### src/chb_pkg.sv
// Shared types and constants for the colour histogram binner.
// No dependencies; imported by every module of the block.
`default_nettype none
package chb_pkg;

  localparam int MaxBinsPerChannel = 8;
  localparam int MaxSamples        = 4096;
  localparam int ValueFracBits     = 16;
  localparam int ValueW            = ValueFracBits + 1;
  localparam int CountW            = 13;
  localparam int FreqFracBits      = 16;
  localparam int FreqW             = FreqFracBits + 1;
  localparam int BinIdxW           = 9;
  localparam int BinsRegW          = 4;
  localparam int CfgIdxW           = 2;
  localparam int ChanN             = 3;

  typedef enum logic [1:0] {
    ACT_SAMPLE = 2'd0,
    ACT_LOAD   = 2'd1,
    ACT_READ   = 2'd2,
    ACT_CLEAR  = 2'd3
  } chb_action_e;

  typedef enum logic [CfgIdxW-1:0] {
    CFG_BINS_X = 2'd0,
    CFG_BINS_Y = 2'd1,
    CFG_BINS_Z = 2'd2
  } chb_cfg_e;

  typedef enum logic [3:0] {
    ST_INIT, ST_IDLE, ST_LO, ST_HI, ST_SRCH, ST_CELL,
    ST_RMW, ST_RD, ST_DIV, ST_CLR, ST_FIN
  } chb_state_e;

  typedef struct packed {
    logic [1:0]         action;
    logic               in_image;
    logic [ValueW-1:0]  value_a;
    logic [ValueW-1:0]  value_b;
    logic [ValueW-1:0]  value_c;
    logic [1:0]         edge_channel;
    logic [3:0]         edge_slot;
    logic [ValueW-1:0]  edge_value;
    logic [BinIdxW-1:0] bin_index;
  } chb_in_t;

  typedef struct packed {
    logic               hit;
    logic [BinIdxW-1:0] hit_cell;
    logic [CountW-1:0]  cell_count;
    logic [FreqW-1:0]   frequency;
    logic [CountW-1:0]  samples_counted;
    logic               saturated;
  } chb_out_t;

  typedef struct packed {
    logic start;
    logic done;
  } chb_div_ctl_t;

endpackage
`default_nettype wire

### src/chb_div.sv
// Restoring divider: (num << 16) / den for num <= den, one quotient bit a cycle.
// Depends on chb_pkg.
`default_nettype none
module chb_div import chb_pkg::*; (
  input  wire logic              clk_i,
  input  wire logic              rst_ni,
  input  wire logic              start_i,
  input  wire logic [CountW-1:0] num_i,
  input  wire logic [CountW-1:0] den_i,
  output chb_div_ctl_t           ctl_o,
  output logic [FreqW-1:0]       quot_o
);
  localparam int StepW = $clog2(FreqW);

  logic              run_q, done_q;
  logic [StepW-1:0]  step_q;
  logic [CountW:0]   rem_q, trial;
  logic [CountW-1:0] den_q;
  logic [FreqW-1:0]  quot_q;

  // first step compares without a shift (integer bit of the quotient)
  assign trial = (step_q == '0) ? rem_q : {rem_q[CountW-1:0], 1'b0};

  always_ff @(posedge clk_i or negedge rst_ni) begin
    if (!rst_ni) begin
      run_q  <= 1'b0;
      done_q <= 1'b0;
      step_q <= '0;
    end else begin
      done_q <= 1'b0;
      if (start_i) begin
        run_q  <= 1'b1;
        step_q <= '0;
      end else if (run_q) begin
        step_q <= step_q + 1'b1;
        if (step_q == StepW'(FreqW - 1)) begin
          run_q  <= 1'b0;
          done_q <= 1'b1;
        end
      end
    end
  end

  always_ff @(posedge clk_i) begin
    if (start_i) begin
      rem_q  <= {1'b0, num_i};
      den_q  <= den_i;
      quot_q <= '0;
    end else if (run_q) begin
      if (trial >= {1'b0, den_q}) begin
        rem_q  <= trial - {1'b0, den_q};
        quot_q <= {quot_q[FreqW-2:0], 1'b1};
      end else begin
        rem_q  <= trial;
        quot_q <= {quot_q[FreqW-2:0], 1'b0};
      end
    end
  end

  assign ctl_o.start = start_i;
  assign ctl_o.done  = done_q;
  assign quot_o      = quot_q;
endmodule
`default_nettype wire

### config.mk
export PLATFORM = sky130hd
export DESIGN_NAME = chb_div
export DESIGN_NICKNAME = d
export VERILOG_FILES = /design/src/chb_pkg.sv /design/src/chb_div.sv
export SDC_FILE = /design/constraint.sdc
export NUM_CORES = 1
export LEC_CHECK = 0
export ABC_CLOCK_PERIOD_IN_PS = 4050
export BUFFER_PORTS_ARGS = -buffer_cell sky130_fd_sc_hd__buf_2
export CAP_MARGIN = 20
export CORE_ASPECT_RATIO = 1.25
export CORE_MARGIN = 2
export CORE_UTILIZATION = 56
export DETAILED_ROUTE_END_ITERATION = 6
export PLACE_DENSITY = 0.88
export SETUP_SLACK_MARGIN = 0.5
export SYNTH_ARGS = -nofsm -noshare
export SYNTH_HDL_FRONTEND = slang
export SYNTH_SLANG_ARGS = --single-unit
### constraint.sdc
create_clock -name clk_i -period 4.05 [get_ports clk_i]
set_input_delay 0.6075 -clock clk_i [delete_from_list [all_inputs] [get_ports clk_i]]
set_output_delay 0.6075 -clock clk_i [all_outputs]
set_load 0.1 [all_outputs]
== Word level (Yosys, flattened, before mapping) ==
Index checks and enable logic that the tools add are counted.

* Register bits after elaboration: 51
* Bits of input ports: 29

* Add/subtract/negate cells: 2
* $lt $le $gt $ge: 1
* Eq/ne operators: 1
* Multiplexer cells: 13
* Reductions and logical operators: 2

{| class="wikitable"
|+ Operators by type and width
! cell !! count
|-
| $mux 14 || 2
|-
| $mux 13 || 2
|-
| $ge 14x13->1 || 1
|-
| $sub 14x13->14 || 1
|-
| $mux 5 || 2
|-
| $mux 1 || 7
|-
| $add 5x1->5 const B || 1
|-
| $eq 5x5->1 const B || 1
|-
| $logic_not 5->1 || 1
|-
| $reduce_bool 2->1 || 1
|}

== Longest topological paths before layout ==
Gate-level depths: netlist of the first run.

* Word-level depth: 6
* Depth in mapped cells: 16
* Mapped depth without buffers: 13

== Worst setup path before layout of the first run ==
No wires, ideal clock.

* Kind: register to register
* Start point: register step_q[0]
* End point: register rem_q[8] (data pin)
* Library setup time: 0.265 ns
* Data arrival time: 3.367 ns
* Slack: 0.418 ns
* Cell stages (with the launch flop): 15
* Path buffers: 3
* Clock period less this slack: 3.632 ns
* Cell sequence: dfrtp_1 > inv_1 > ha_1 > nor4b_2 > buf_2 > mux2_2 > fa_1 > a21o_1 > a221oi_2 > or4_4 > nand4b_1 > buf_4 > buf_2 > nand3_1 > o211ai_1

* Word-level cells in the longest chain between the ends: 6
* Elaborated cells on any way between the ends: 7
* Those cells by class: add/sub (1); order compare (1); mux (4); reduce/logical (1)

{| class="wikitable"
|+ Ends and longest elaborated chain
! element !! line !! RTL
|-
| start: declaration || chb_div.sv:16 || <nowiki>logic [StepW-1:0] step_q;</nowiki>
|-
| start signal: assignment || chb_div.sv:35 || <nowiki>step_q <= step_q + 1'b1;</nowiki>
|-
| $logic_not 5->1 (*) || chb_div.sv:22 || <nowiki>assign trial = (step_q == '0) ? rem_q : {rem_q[CountW-1:0], 1'b0};</nowiki>
|-
| $mux 14 (*) || chb_div.sv:22 ||
|-
| $sub 14x13->14 or $ge 14x13->1 (tied branches) || chb_div.sv:51, chb_div.sv:50 ||
|-
| $mux 14 (*) || chb_div.sv:50 || <nowiki>if (trial >= {1'b0, den_q}) begin</nowiki>
|-
| $mux 13 (*) || chb_div.sv:49 || <nowiki>end else if (run_q) begin</nowiki>
|-
| $mux 13 (*) || chb_div.sv:45 || <nowiki>if (start_i) begin</nowiki>
|-
| end signal: assignment || chb_div.sv:46 || <nowiki>rem_q <= {1'b0, num_i};</nowiki>
|-
| end signal: assignment || chb_div.sv:51 || <nowiki>rem_q <= trial - {1'b0, den_q};</nowiki>
|-
| end signal: assignment || chb_div.sv:54 || <nowiki>rem_q <= trial;</nowiki>
|-
| end: declaration || chb_div.sv:17 || <nowiki>logic [CountW:0] rem_q, trial;</nowiki>
|}

Mark *: on every way between the ends. The rest lies on a longest branch, timed or not. The select of a mux whose other input is x is not followed.
A chain may end at the register's enable or synchronous reset.

== Final worst setup path of the first run ==
* Start point: register step_q[1]
* End point: register rem_q[4] (data pin)

Same word-level chain as after synthesis.

==> results of run 1 <==
-- worst paths after layout --
| kind | start | end | slack [ps] | cells after the start |
|---|---|---|---|---|
| max | step_q[1] | rem_q[4] | 500 | 13 |
| min | rst_ni | step_q[1] | 110 | 1 |
| max reg2reg | step_q[1] | rem_q[4] | 500 | 13 |
| min reg2reg | quot_o[16] | quot_o[16] | 520 | 2 |
| max in group asynchronous | rst_ni | done_q | 3770 | 1 |
| min in group clk_i | den_i[0] | den_q[0] | 460 | 1 |
-- worst max-delay path, stage by stage (launching register included) --
cell	delay, ps
dfrtp_1	430
inv_1	80
ha_2	190
nor4b_4	260
buf_6	180
buf_4	120
mux2_2	350
ha_1	380
nand2_1	120
or4_4	500
nand4b_1	170
buf_6	160
mux2i_2	240
a21oi_1	110
-- synthesized netlist by cell type, types with 8 or more instances --
| cell | instances |
|---|---|
| nand2_1 | 27 |
| mux2i_1 | 22 |
| ha_1 | 15 |
| inv_1 | 17 |
| edfxtp_1 | 26 |
| mux2_2 | 15 |
| xor2_1 | 8 |
| a21oi_1 | 13 |
| dfxtp_1 | 18 |
| nor2_1 | 32 |
-- cell usage in the layout, fill, tap and decap left out, types with 7 or more instances in the layout --
master / netlist / final
dfrtp_1: 7 / 7
nor2_1: 32 / 32
a21oi_1: 13 / 13
edfxtp_1: 26 / 26
inv_1: 17 / 17
buf_2: 5 / 47
buf_4: 3 / 14
mux2i_1: 22 / 21
xor2_1: 8 / 8
nand2_1: 27 / 26
mux2_2: 15 / 12
ha_4: 0 / 10
dfxtp_1: 18 / 18
nand4_1: 7 / 7
-- cell families (layout without fill, tap and decap cells) --
family	count (synthesis)	count (layout)	share of synthesized area, %
and+or+nand+nor	87	87	14.1
xor gates and xnor gates	13	13	3.93
muxes	37	37	13.4
buffers and inverters	34	90	5.00
AOI/OAI and AO/OA	47	47	11.0
adders and majority gates	16	16	7.16
DFF	51	51	45.4
-- area by class of cell --
| class | count | area [µm²] | share of cell area, % |
|---|---|---|---|
| clock buffer | 6 | 82.6 | 2.31 |
| clock inverter | 2 | 15.0 | 0.419 |
| inverter | 18 | 67.6 | 1.89 |
| multi-input combinational | 200 | 1650 | 46.0 |
| sequential | 51 | 1320 | 36.8 |
| tap | 62 | 77.6 | 2.17 |
| timing repair buffer | 64 | 374 | 10.5 |
-- repair_timing --
item / in CTS / in global routing
hold endpoints to repair: 0 / 0
endpoints found under the setup margin: 6 / 15
buffers inserted: 3 / 8
gates cloned: 1 / 0
pin swaps: 1 / 7
gates resized for setup: 3 / 37
-- state kept, by name (all words and copies together), names as in the netlist --
signal / flops
step_q: 5
done_q: 1
rem_q: 14
run_q: 1
quot_o: 17
den_q: 13
-- power by group --
group / total [mW] / switching [mW] / internal, mW
Combinational: 1.63 / 0.888 / 0.738
Sequential: 0.730 / 0.0626 / 0.668
Clock: 0.321 / 0.181 / 0.140
-- through the flow --
step / hold WS (ps) / util [%] / worst slack [ps] / power, mW / cell area, µm²
after floorplan: 312 / - / 516 / 1.68 / 2910
after global placement: 445 / 63.1 / 554 / 1.88 / 3180
after detailed placement: 451 / 63.1 / 454 / 1.93 / 3180
after CTS: 108 / 65.7 / 501 / 2.29 / 3320
after global routing: 113 / 71.0 / 400 / 2.81 / 3580
final: 110 / 71.0 / 497 / 2.68 / 3580
-- per-layer routing --
metal  part of all wire (%)  GRT usage (%)
met1                     40           28.7
met3                    5.7           5.09
met2                     50           39.7
met4                    4.5           12.0
met5                      0              0
==> impl_metrics.toml, run 1 <==
[global_route]
grt_pass1_vias = 2313
grt_overflow_total = 0
grt_pass1_wl_mm = 10.6
grt_max_degree = 42
antenna_found_initial = 0
grt_usage_pct = 24.0

[clocking]
clkSlewWorstSetupHoldPaths_ps = 100
cts_tree = "done"
cts_buffers = 5
cts_buffer_depth = 2
hold_buffers = 0
htree_num_levels = 2
clkLatencyLatePin_ps = 310
ctsRootBufferMaster = "clkbuf_8"
cts_sinks = 51

[synthesis]
ys_ff_latch = 51
netlist_instances = 285
synth_area_leaders = "edfxtp_1, dfxtp_1, mux2i_1, ha_1, dfrtp_1"
synth-edff-count = 26
ys_types = 46
synth_area_mm2 = 0.00290
synth.largest_area_cell = "edfxtp_1"
ys.flop_type = "edfxtp_1"
synth_warnings = 0
synth_nets = 330
syn_area_per_cell_um2 = 10.2
synth_top_area_share_pct = 26.9
async_flop_share_pct = 13.7
ys_seq_area_share_pct = 45.4

[timing]
fin_tns_setup_ps = 0
fmax_mhz = 281
setup_viol = 0
final_hold_viol_count = 0
fin_crit_ps = 3550
worst_pin_slew_ps = 594
rsz0062_at_grt = "no"
finalMaxSlewViolations = 0
slew_headroom_pct = 60.1
period_share_pct = 87.7
skew_ps = 9.09

[power_and_ir_drop]
power.leakage_nw = 1.66
ir_drop_mv = 0.472
p_per_area_mw_per_mm2 = 748

[critical_path]
worstPathArrival_ps = 3590
start_kind = "register"
crit_path_max_fanout = 6
required_ps = 4090
criticalPathCategory = "reg -> reg"
end_kind = "register"

[route]
wl_mm = 7.26
drtPass1Iterations = 4
wl_per_cell_um = 18.0
drtIter0Drc = 197
avgViaCountPerCell = 6.09
via_count = 2453
drc_errors = 0
drtAntennaViolNets = 0

[status]
status = "finished, final reports clean"

[die]
core.rowCount = 29
die_w_um = 68.4
fp.dieH_um = 84.5
ios = 48
die_area_mm2 = 0.00577
initial_utilization_pct = 57.5
core_area_mm2 = 0.00504

[min_path]
min_path_type = "in -> async"

[flow_run]
maxCapViolCount = 0

[layout]
nNetsFinal = 385
final_cells = 403
num-fill-cells = 334
diodes = 0
synthToLayoutAreaGrowth_pct = 23.4
drive_gt1_share_pct = 33.4

[placement]
place_inst = 383
hpwl_mm = 4.24
port_buffers = 47
place.gp.congestion = 0.863
Power figures use the tool's default switching activity.
==> inputs of run 2 (changes only) <==
--- a/config.mk
+++ b/config.mk
@@ -12,8 +12,8 @@
 export CORE_MARGIN = 2
 export CORE_UTILIZATION = 56
 export DETAILED_ROUTE_END_ITERATION = 6
+export MAX_ROUTING_LAYER = met4
 export PLACE_DENSITY = 0.88
-export SETUP_SLACK_MARGIN = 0.5
 export SYNTH_ARGS = -nofsm -noshare
 export SYNTH_HDL_FRONTEND = slang
 export SYNTH_SLANG_ARGS = --single-unit
==> impl_metrics.toml, run 2 (synthesized netlist as in run 1, its figures left out) <==
[clocking]
ctsRootBufferMaster = "clkbuf_8"
cts_tree = "done"
cts_setup_buffers = 0
clkLatencyLatePin_ps = 310
ctsResizeCount = 0
cts_buffer_depth = 2
clkSlewWorstSetupHoldPaths_ps = 100
cts_sinks = 51
hold_buffers = 0
htree_num_levels = 2
cts_buffers = 5

[layout]
seqCellArea_mm2 = 0.00132
largest_register_ffs = 17
nNetsFinal = 373
drive_gt1_share_pct = 24.3
diodes = 0
final_common_cell = "buf_2"
synthToLayoutAreaGrowth_pct = 13.2
num-fill-cells = 384
multi_input_area_mm2 = 0.00144
layout_common_cells = "buf_2, nor2_1, nand2_1"

[route]
wl_per_cell_um = 15.3
drtPass1Iterations = 4
drtIter0Drc = 178
wl_mm = 5.99
avgViaCountPerCell = 5.79
via_count = 2265
drc_errors = 0
drtAntennaViolNets = 0

[die]
initial_utilization_pct = 57.5
die_area_mm2 = 0.00577
ios = 48
core.rowCount = 29
die_w_um = 68.4
fp.dieH_um = 84.5
core_area_mm2 = 0.00504

[timing]
fin_tns_setup_ps = 0
final_hold_viol_count = 0
period_share_pct = 90.7
rsz0062_at_grt = "no"
slew_headroom_pct = 61.4
fin_crit_ps = 3670
finalMaxSlewViolations = 0
setup_viol = 0
worst_pin_slew_ps = 576
fmax_mhz = 272
skew_ps = 9.26

[power_and_ir_drop]
ir_drop_mv = 0.330
total_power_mw = 2.29
power.leakage_nw = 1.58
p_per_area_mw_per_mm2 = 699

[global_route]
grt_usage_pct = 23.6
grt_max_degree = 36
grt_pass1_vias = 2185
grt_pass1_wl_mm = 9.87
grt_overflow_total = 0
antenna_found_initial = 0

[placement]
place.gp.congestion = 0.867
port_buffers = 47
hpwl_mm = 4.33

[critical_path]
required_ps = 4120
end_kind = "register"
start_kind = "register"
crit_path_max_fanout = 14
worstPathArrival_ps = 3750
criticalPathCategory = "reg -> reg"
reg2reg_depth = 13

[status]
status = "finished, final reports clean"

[min_path]
min_path_type = "in -> async"

[flow_run]
maxCapViolCount = 0
==> run 2: where the power goes <==
group	total [mW]	internal, mW	leakage, nW	switching, mW
clock	0.345	0.162	0.0573	0.183
sequential	0.720	0.666	0.504	0.0530
combinational	1.23	0.507	1.02	0.723
==> run 2: worst paths after layout <==
path                       startpoint         to  slack [ps]
setup / recovery            step_q[0]   rem_q[0]         380
hold / removal                 rst_ni  step_q[4]         100
setup reg to reg            step_q[0]   rem_q[0]         380
hold reg to reg             rem_q[13]  rem_q[13]         490
max in group asynchronous      rst_ni  step_q[1]        3800
min in group clk_i           den_i[6]   den_q[6]         460
==> run 2: worst max-delay path, stage by stage (launching register included) <==
cell,delay (ps)
dfrtp_1,440
inv_1,80
ha_1,160
nor4b_2,190
buf_4,260
mux2_2,400
fa_1,430
a21o_1,220
a221oi_2,340
or4_4,200
nand4b_1,110
buf_4,210
mux2i_1,130
mux2_2,260
==> run 2: per-layer routing <==
layer / wire [µm] / GRT usage (%)
met1: 2420 / 26.8
met2: 3130 / 38.8
met3: 300 / 4.56
met4: 135 / 11.3
met5: 0 / -
==> run 2: area by class of cell <==
type,count,area share (%)
inverters,18,2.06
well taps,62,2.36
multi-input cells,200,43.8
repair buffers,52,8.31
flip-flops and latches,51,40.1
clock inverters,2,0.457
clock buffers,6,2.86
==> run 2: metrics by stage <==
step                std cells  cell area, µm²  hold slack (ps)  setup WS, ps  util [%]
global placement          383            3170              446           568      62.9
global route              391            3280              108           186      65.1
finish                    391            3280              101           378      65.1
detailed placement        383            3170              449           408      62.9
floorplan                 285            2900              312           418         -
CTS                       391            3280              106           388      65.1
==> inputs of run 3 (changes only) <==
--- a/config.mk
+++ b/config.mk
@@ -13,7 +13,7 @@
 export CORE_UTILIZATION = 56
 export DETAILED_ROUTE_END_ITERATION = 6
 export MAX_ROUTING_LAYER = met4
-export PLACE_DENSITY = 0.88
+export PLACE_DENSITY = 0.82
 export SYNTH_ARGS = -nofsm -noshare
 export SYNTH_HDL_FRONTEND = slang
 export SYNTH_SLANG_ARGS = --single-unit
==> impl_metrics.toml, run 3 (synthesized netlist as in run 1, its figures left out) <==
[timing]
finalMaxSlewViolations = 0
fin_tns_setup_ps = 0
period_share_pct = 89.6
slew_headroom_pct = 62.2
fmax_mhz = 276
final_hold_viol_count = 0
worst_pin_slew_ps = 561
setup_viol = 0
skew_ps = 7.80
rsz0062_at_grt = "no"
fin_ws_ps = 420
fin_crit_ps = 3630

[global_route]
grt_pass1_wl_mm = 9.20
grt_pass1_vias = 2120
grt_usage_pct = 21.6
antenna_found_initial = 0
grt_max_degree = 54
grt_overflow_total = 0

[layout]
drive_gt1_share_pct = 24.1
seqCellArea_mm2 = 0.00132
largest_register_ffs = 17
final_common_cell = "buf_2"
nNetsFinal = 372
layout_common_cells = "buf_2, nor2_1, nand2_1"
synthToLayoutAreaGrowth_pct = 13.2
num-fill-cells = 400
diodes = 0
multi_input_area_mm2 = 0.00144

[die]
fp.dieH_um = 84.5
ios = 48
initial_utilization_pct = 57.5
core.rowCount = 29
die_area_mm2 = 0.00577
die_w_um = 68.4
core_area_mm2 = 0.00504

[clocking]
clkSlewWorstSetupHoldPaths_ps = 90
cts_sinks = 51
cts_buffers = 5
cts_tree = "done"
cts_buffer_depth = 2
hold_buffers = 0
clkLatencyLatePin_ps = 300
cts_setup_buffers = 0
ctsRootBufferMaster = "clkbuf_8"
ctsResizeCount = 0
htree_num_levels = 2

[route]
top_layer_used = "met4"
drc_errors = 0
wl_mm = 5.67
drtAntennaViolNets = 0
drtPass1Iterations = 4
route.met2.wl_mm = 2.75
wl_per_cell_um = 14.5
avgViaCountPerCell = 5.71
wl_met3_um = 242
drtIter0Drc = 117
via_count = 2226
wl_met1_mm = 2.38

[critical_path]
required_ps = 4120
worstPathArrival_ps = 3700
path_cells = "inv_1 > ha_1 > nor4b_2 > buf_4 > mux2_2 > ha_1 > and3_1 > a221oi_2 > or4_4 > nand4b_1 > buf_4 > mux2i_1 > mux2_2"
crit_path_max_fanout = 20
criticalPathCategory = "reg -> reg"
crit_buf_inv = 3
start_kind = "register"
path_delay_family = "simple AND/OR/NAND/NOR gates"
cpMaxStageDelayCell = "or4_4"
cp_slowest_stage_delay_ps = 490
end_kind = "register"

[status]
status = "finished, final reports clean"

[power_and_ir_drop]
ir_drop_mv = 0.416
power.leakage_nw = 1.58
p_per_area_mw_per_mm2 = 702

[flow_run]
maxCapViolCount = 0

[placement]
pre_cts_ws_ps = 423
port_buffers = 47
hpwl_mm = 4.20
place.gp.congestion = 0.893

[min_path]
min_path_type = "in -> async"
run 3: final timing paths:
check | start | end | slack [ps] | cells past startpoint
setup / recovery | step_q[0] | rem_q[0] | 420 | 13
max in group asynchronous | rst_ni | run_q | 3780 | 1
hold reg to reg | rem_q[13] | rem_q[13] | 500 | 2
setup reg to reg | step_q[0] | rem_q[0] | 420 | 13
hold / removal | rst_ni | step_q[4] | 120 | 1
min in group clk_i | den_i[9] | den_q[9] | 470 | 1
run 3: layout make-up:
class                           count  share of cell area [%]
Clock buffer                        5                    2.10
Timing Repair Buffer               51                    8.08
Inverter                           18                    2.06
Clock inverter                      3                    1.45
Tap cell                           62                    2.36
Sequential cell                    51                    40.1
Multi-Input combinational cell    200                    43.8
run 3: routing by layer:
metal  track usage (%)  up-vias
met1              25.9     1013
met5                 -        -
met4              12.2        0
met3              3.08       26
li1                  -     1104
met2              33.9       83
run 3: where the power goes:
part	internal, mW	total [mW]	switching, mW	leakage (nW)
logic	0.496	1.23	0.730	1.02
registers	0.666	0.716	0.0499	0.504
clock network	0.187	0.363	0.176	0.0587
run 3: through the flow:
step | instances | area [µm²] | power [mW] | utilization [%] | hold WS (ps)
after floorplan | 285 | 2900 | 1.68 | - | 312
after global placement | 382 | 3170 | 1.90 | 62.8 | 445
after detailed placement | 382 | 3170 | 1.94 | 62.8 | 447
after CTS | 390 | 3280 | 2.30 | 65.1 | 114
after global routing | 390 | 3280 | 2.45 | 65.1 | 121
final | 390 | 3280 | 2.31 | 65.1 | 117
run 3: worst reg2reg max path: stages (launching register included):
cell	delay [ps]
dfrtp_1	430
inv_1	80
ha_1	150
nor4b_2	180
buf_4	250
mux2_2	370
ha_1	400
and3_1	210
a221oi_2	80
or4_4	490
nand4b_1	110
buf_4	260
mux2i_1	110
mux2_2	260
